$ cat config.mk
export PLATFORM = sky130hd
export DESIGN_NAME = tsat_ram
export DESIGN_NICKNAME = d
export VERILOG_FILES = /design/src/hdl/tsat_ram.sv
export SDC_FILE = /design/constraint.sdc
export NUM_CORES = 2
export LEC_CHECK = 0
export ABC_AREA = 1
export BUFFER_PORTS_ARGS = -buffer_cell sky130_fd_sc_hd__buf_2
export CORE_MARGIN = 2
export CORE_UTILIZATION = 45
export CTS_CLUSTER_SIZE = 24
export DETAILED_ROUTE_END_ITERATION = 6
export SLEW_MARGIN = 15
export SYNTH_ARGS = -nofsm -noshare
export SYNTH_HDL_FRONTEND = slang
export SYNTH_SLANG_ARGS = --single-unit
$ cat constraint.sdc
create_clock -name aclk -period 2.63 [get_ports aclk]
set_input_delay 0.263 -clock aclk [delete_from_list [all_inputs] [get_ports aclk]]
set_output_delay 0.263 -clock aclk [all_outputs]
set_load 0.03 [all_outputs]
$ cat src/hdl/tsat_ram.sv
// ----------------------------------------------------------------------------
// Generic RAM
// One write port and one read port with registered read data.
// ----------------------------------------------------------------------------
module tsat_ram #(
    parameter int WIDTH = 16,
    parameter int DEPTH = 256
) (
    input  logic                                        aclk,
    input  logic                                        we,
    input  logic [((DEPTH > 1) ? $clog2(DEPTH) : 1)-1:0] waddr,
    input  logic [WIDTH-1:0]                            wdata,
    input  logic [((DEPTH > 1) ? $clog2(DEPTH) : 1)-1:0] raddr,
    output logic [WIDTH-1:0]                            rdata
);

    logic [WIDTH-1:0] mem [DEPTH];

    always_ff @(posedge aclk) begin
        if (we) begin
            mem[waddr] <= wdata;
        end
        rdata <= mem[raddr];
    end

endmodule

==> flow_summary.toml <==
[power]
power.density_nw_per_um2 = 722
power_mw = 140
p_leak_nw = 69.4
ir_worst_vdd_v = 0.000608

[yosys]
synthMuxAreaShare = 0
ys_seq_area_frac = 0.744
synth-adder-area-share = 0
postSynthCellCount = 13600
synth_xor_area_frac = 0
synth_compound_gate_area_share = 0
synth_top_family_by_area = "simple AND/OR/NAND/NOR gates"
yosysUniqueCellTypes = 15
synth_seq_cells = 4112
synth_fp_nets = 13700
avgSynthCellArea_um2 = 12.2
synth_simple_gate_area_frac = 0.224
yosysWarnings = 0
syn_area_um2 = 166000

[sta]
setup_viol = 0
fin_skew_ps = 62.5
rsz0062_at_grt = "false"
finalHoldViolCount = 0
tightestPinTransition_ps = 1050
timing.slew.headroom = 0.300
worst_slack_ps = 292
finalCritPeriodShare = 0.889
final-max-slew-violation-count = 0
period_needed_ps = 2340
fmaxAchievable_mhz = 428

[global_routing]
antenna_found_initial = 36
grt_max_degree = 83
globalRouteMet1Util = 0.377
grt_pass1_wl_um = 730000
grt_pass1_vias = 105000
gr-usage-met2 = 0.415
grt.busiest_layer = "met2"
overflow = 0
grt_util_all_layers = 0.266
use_met3 = 0.0399

[flow_run]
maxCapViolCount = 0

[critical_path]
path_delay_family = "flip-flops"
worstPathArrival_ps = 2070
cp_slowest_cell = "dfxtp_1"
critPathMaxFanout = 6
crit_buf_inv = 1
startpoint_type = "flop"
end_kind = "output pin"
critPathKind = "reg2out"
slowest_delay_ps = 770
r2r_end = "rdata[5]"
r2r-start = "mem[78][5]"
rr_worst_depth = 11
r2r_slack_ps = 330
crit_chain = "buf_2"
cp.required_ps = 2370

[cts]
h-tree-depth = 5
worstSkewPairLatency_ps = 1000
cts_tree = "done"
clk_path_buf_depth = 4
clk_pin_slew_ps = 60
cts_made_buffers = 419
clock-root-buffer = "clkbuf_16"
cts.sinks = 4112

[placed_design]
dp_hpwl_um = 317000
dp_cells = 18800
pre_cts_ws_ps = -480
postPlaceCellArea_um2 = 181000
portBuffers = 49
place_congestion = 0.887

[die]
die_height_um = 611
core_area_um2 = 366000
rows = 222
dieArea_um2 = 373000
die_w_um = 611
io_pins = 50
start_util = 0.453

[finish]
areaGrowthSynthToFinish_pct = 17.3
final_util = 0.531
seqCellArea_um2 = 123000
fin_area_um2 = 194000
nFillCells = 30700
final_cells = 19700
multi_input_area_um2 = 37100
drive_above_1_share = 0.131
final_nets = 14500

[run_status]
status = "completed"

[detailed_routing]
drtPass1Iterations = 6
wl_per_cell_um = 25.6
wirelength_um = 504000
drcViolationCount = 0
ant_nets = 0
via_count = 112000
viasPerCell = 5.68
drt_iter0_drc = 15100

[worst_hold_path]
min_path_cells = 8
hold_end = "rdata[6]"
hp-class = "in2reg"
min_from = "raddr[5]"
==> flip-flops by register name (all words and copies together) (netlist names) <==
name	count
mem	4096
rdata	16
==> layout make-up <==
| type | count | share of cell area |
|---|---|---|
| Inverter | 39 | 0.00102 |
| Antenna cell | 43 | 0.000553 |
| Multi-Input combinational cell | 8529 | 0.191 |
| Sequential cell | 4112 | 0.634 |
| Clock buffer | 514 | 0.0567 |
| Timing Repair Buffer | 1346 | 0.0739 |
| Tap cell | 4816 | 0.0310 |
| Clock inverter | 260 | 0.0115 |
==> power by group <==
part / internal (mW) / switching (mW)
registers: 72.2 / 0.152
logic: 3.04 / 6.99
clock network: 32.8 / 25.2
total: 108 / 32.4
==> cell usage in the layout (no fill, tap or decap) <==
cell type      Yosys  routed
nand2_1         4211    4195
edfxtp_1        4096    4096
nand3_1         4035    4035
buf_4            163     949
clkbuf_16          0     424
buf_12             1     331
nor2_1           283     271
clkinv_1           0     111
clkinv_2           0      84
clkbuf_1         154      83
diode_2            0      43
inv_1             35      33
bufinv_16          0      31
buf_2            495      27
dlygate4sd3_1      0      19
buf_8              1      19
nand2_2            0      16
dfxtp_1           16      16
nor2_2             0      12
inv_6              0      10
clkinvlp_4         0       9
inv_16             0       8
clkbuf_8           0       7
clkinv_8           0       6
clkinv_16          0       3
inv_8              0       2
inv_2              2       1
clkinv_4           0       1
buf_6             53       1
==> Yosys cell counts <==
| library cell | n | area share |
|---|---|---|
| buf_1 | 70 | 0.0016 |
| buf_12 | 1 | 0.00012 |
| buf_2 | 495 | 0.015 |
| buf_4 | 163 | 0.0074 |
| buf_6 | 53 | 0.0036 |
| buf_8 | 1 | 0.000091 |
| clkbuf_1 | 154 | 0.0035 |
| dfxtp_1 | 16 | 0.0019 |
| edfxtp_1 | 4096 | 0.74 |
| inv_1 | 35 | 0.00079 |
| inv_2 | 2 | 0.000045 |
| inv_4 | 2 | 0.000075 |
| nand2_1 | 4211 | 0.095 |
| nand3_1 | 4035 | 0.12 |
| nor2_1 | 283 | 0.0064 |
==> per-layer routing <==
| layer | share of wire | wire length (um) | vias to the layer above |
|---|---|---|---|
| met5 | 0.000020 | 10 | - |
| met4 | 0.040 | 20100 | 2 |
| met3 | 0.092 | 46100 | 841 |
| met2 | 0.46 | 232000 | 5316 |
| met1 | 0.41 | 206000 | 55100 |
| li1 | - | - | 50400 |
==> stage by stage <==
| step | TNS (ps) | hold slack, ps |
|---|---|---|
| 6_report | 0 | 139 |
| 5_1_grt | 0 | 167 |
| 4_1_cts | 0 | 69.7 |
| 3_5_place_dp | -5450 | 662 |
| 3_3_place_gp | -5250 | 661 |
| 2_1_floorplan | 0 | 362 |
==> worst min-delay path, delay by kind of cell <==
kind,cells,cell delay (ps)
simple gates,5,350
buf+inv,3,430
==> logic make-up after synthesis <==
logic type / count (synthesis)
flip-flops: 4112
AND/OR/NAND/NOR: 8529
buffers and inverters: 976
==> how the worst max path moves through the flow <==
stage                     from     endpoint  slack [ps]  cells past startpoint
detailed placement    raddr[0]    rdata[10]        -480                     16
global placement      raddr[0]    rdata[10]        -460                     16
floorplan                   we  mem[162][0]         530                      4
finish                rdata[3]     rdata[3]         290                      1
global route        mem[78][5]     rdata[5]         290                     11
CTS                   rdata[6]     rdata[6]         260                      1
==> repair_timing <==
action                    4_1_cts  5_1_grt
hold buffers                   19        0
gates resized for setup         0        0
hold endpoints to repair     1749        0
buffers inserted                0        0
Note: power is estimated with default switching activity, not from simulation.
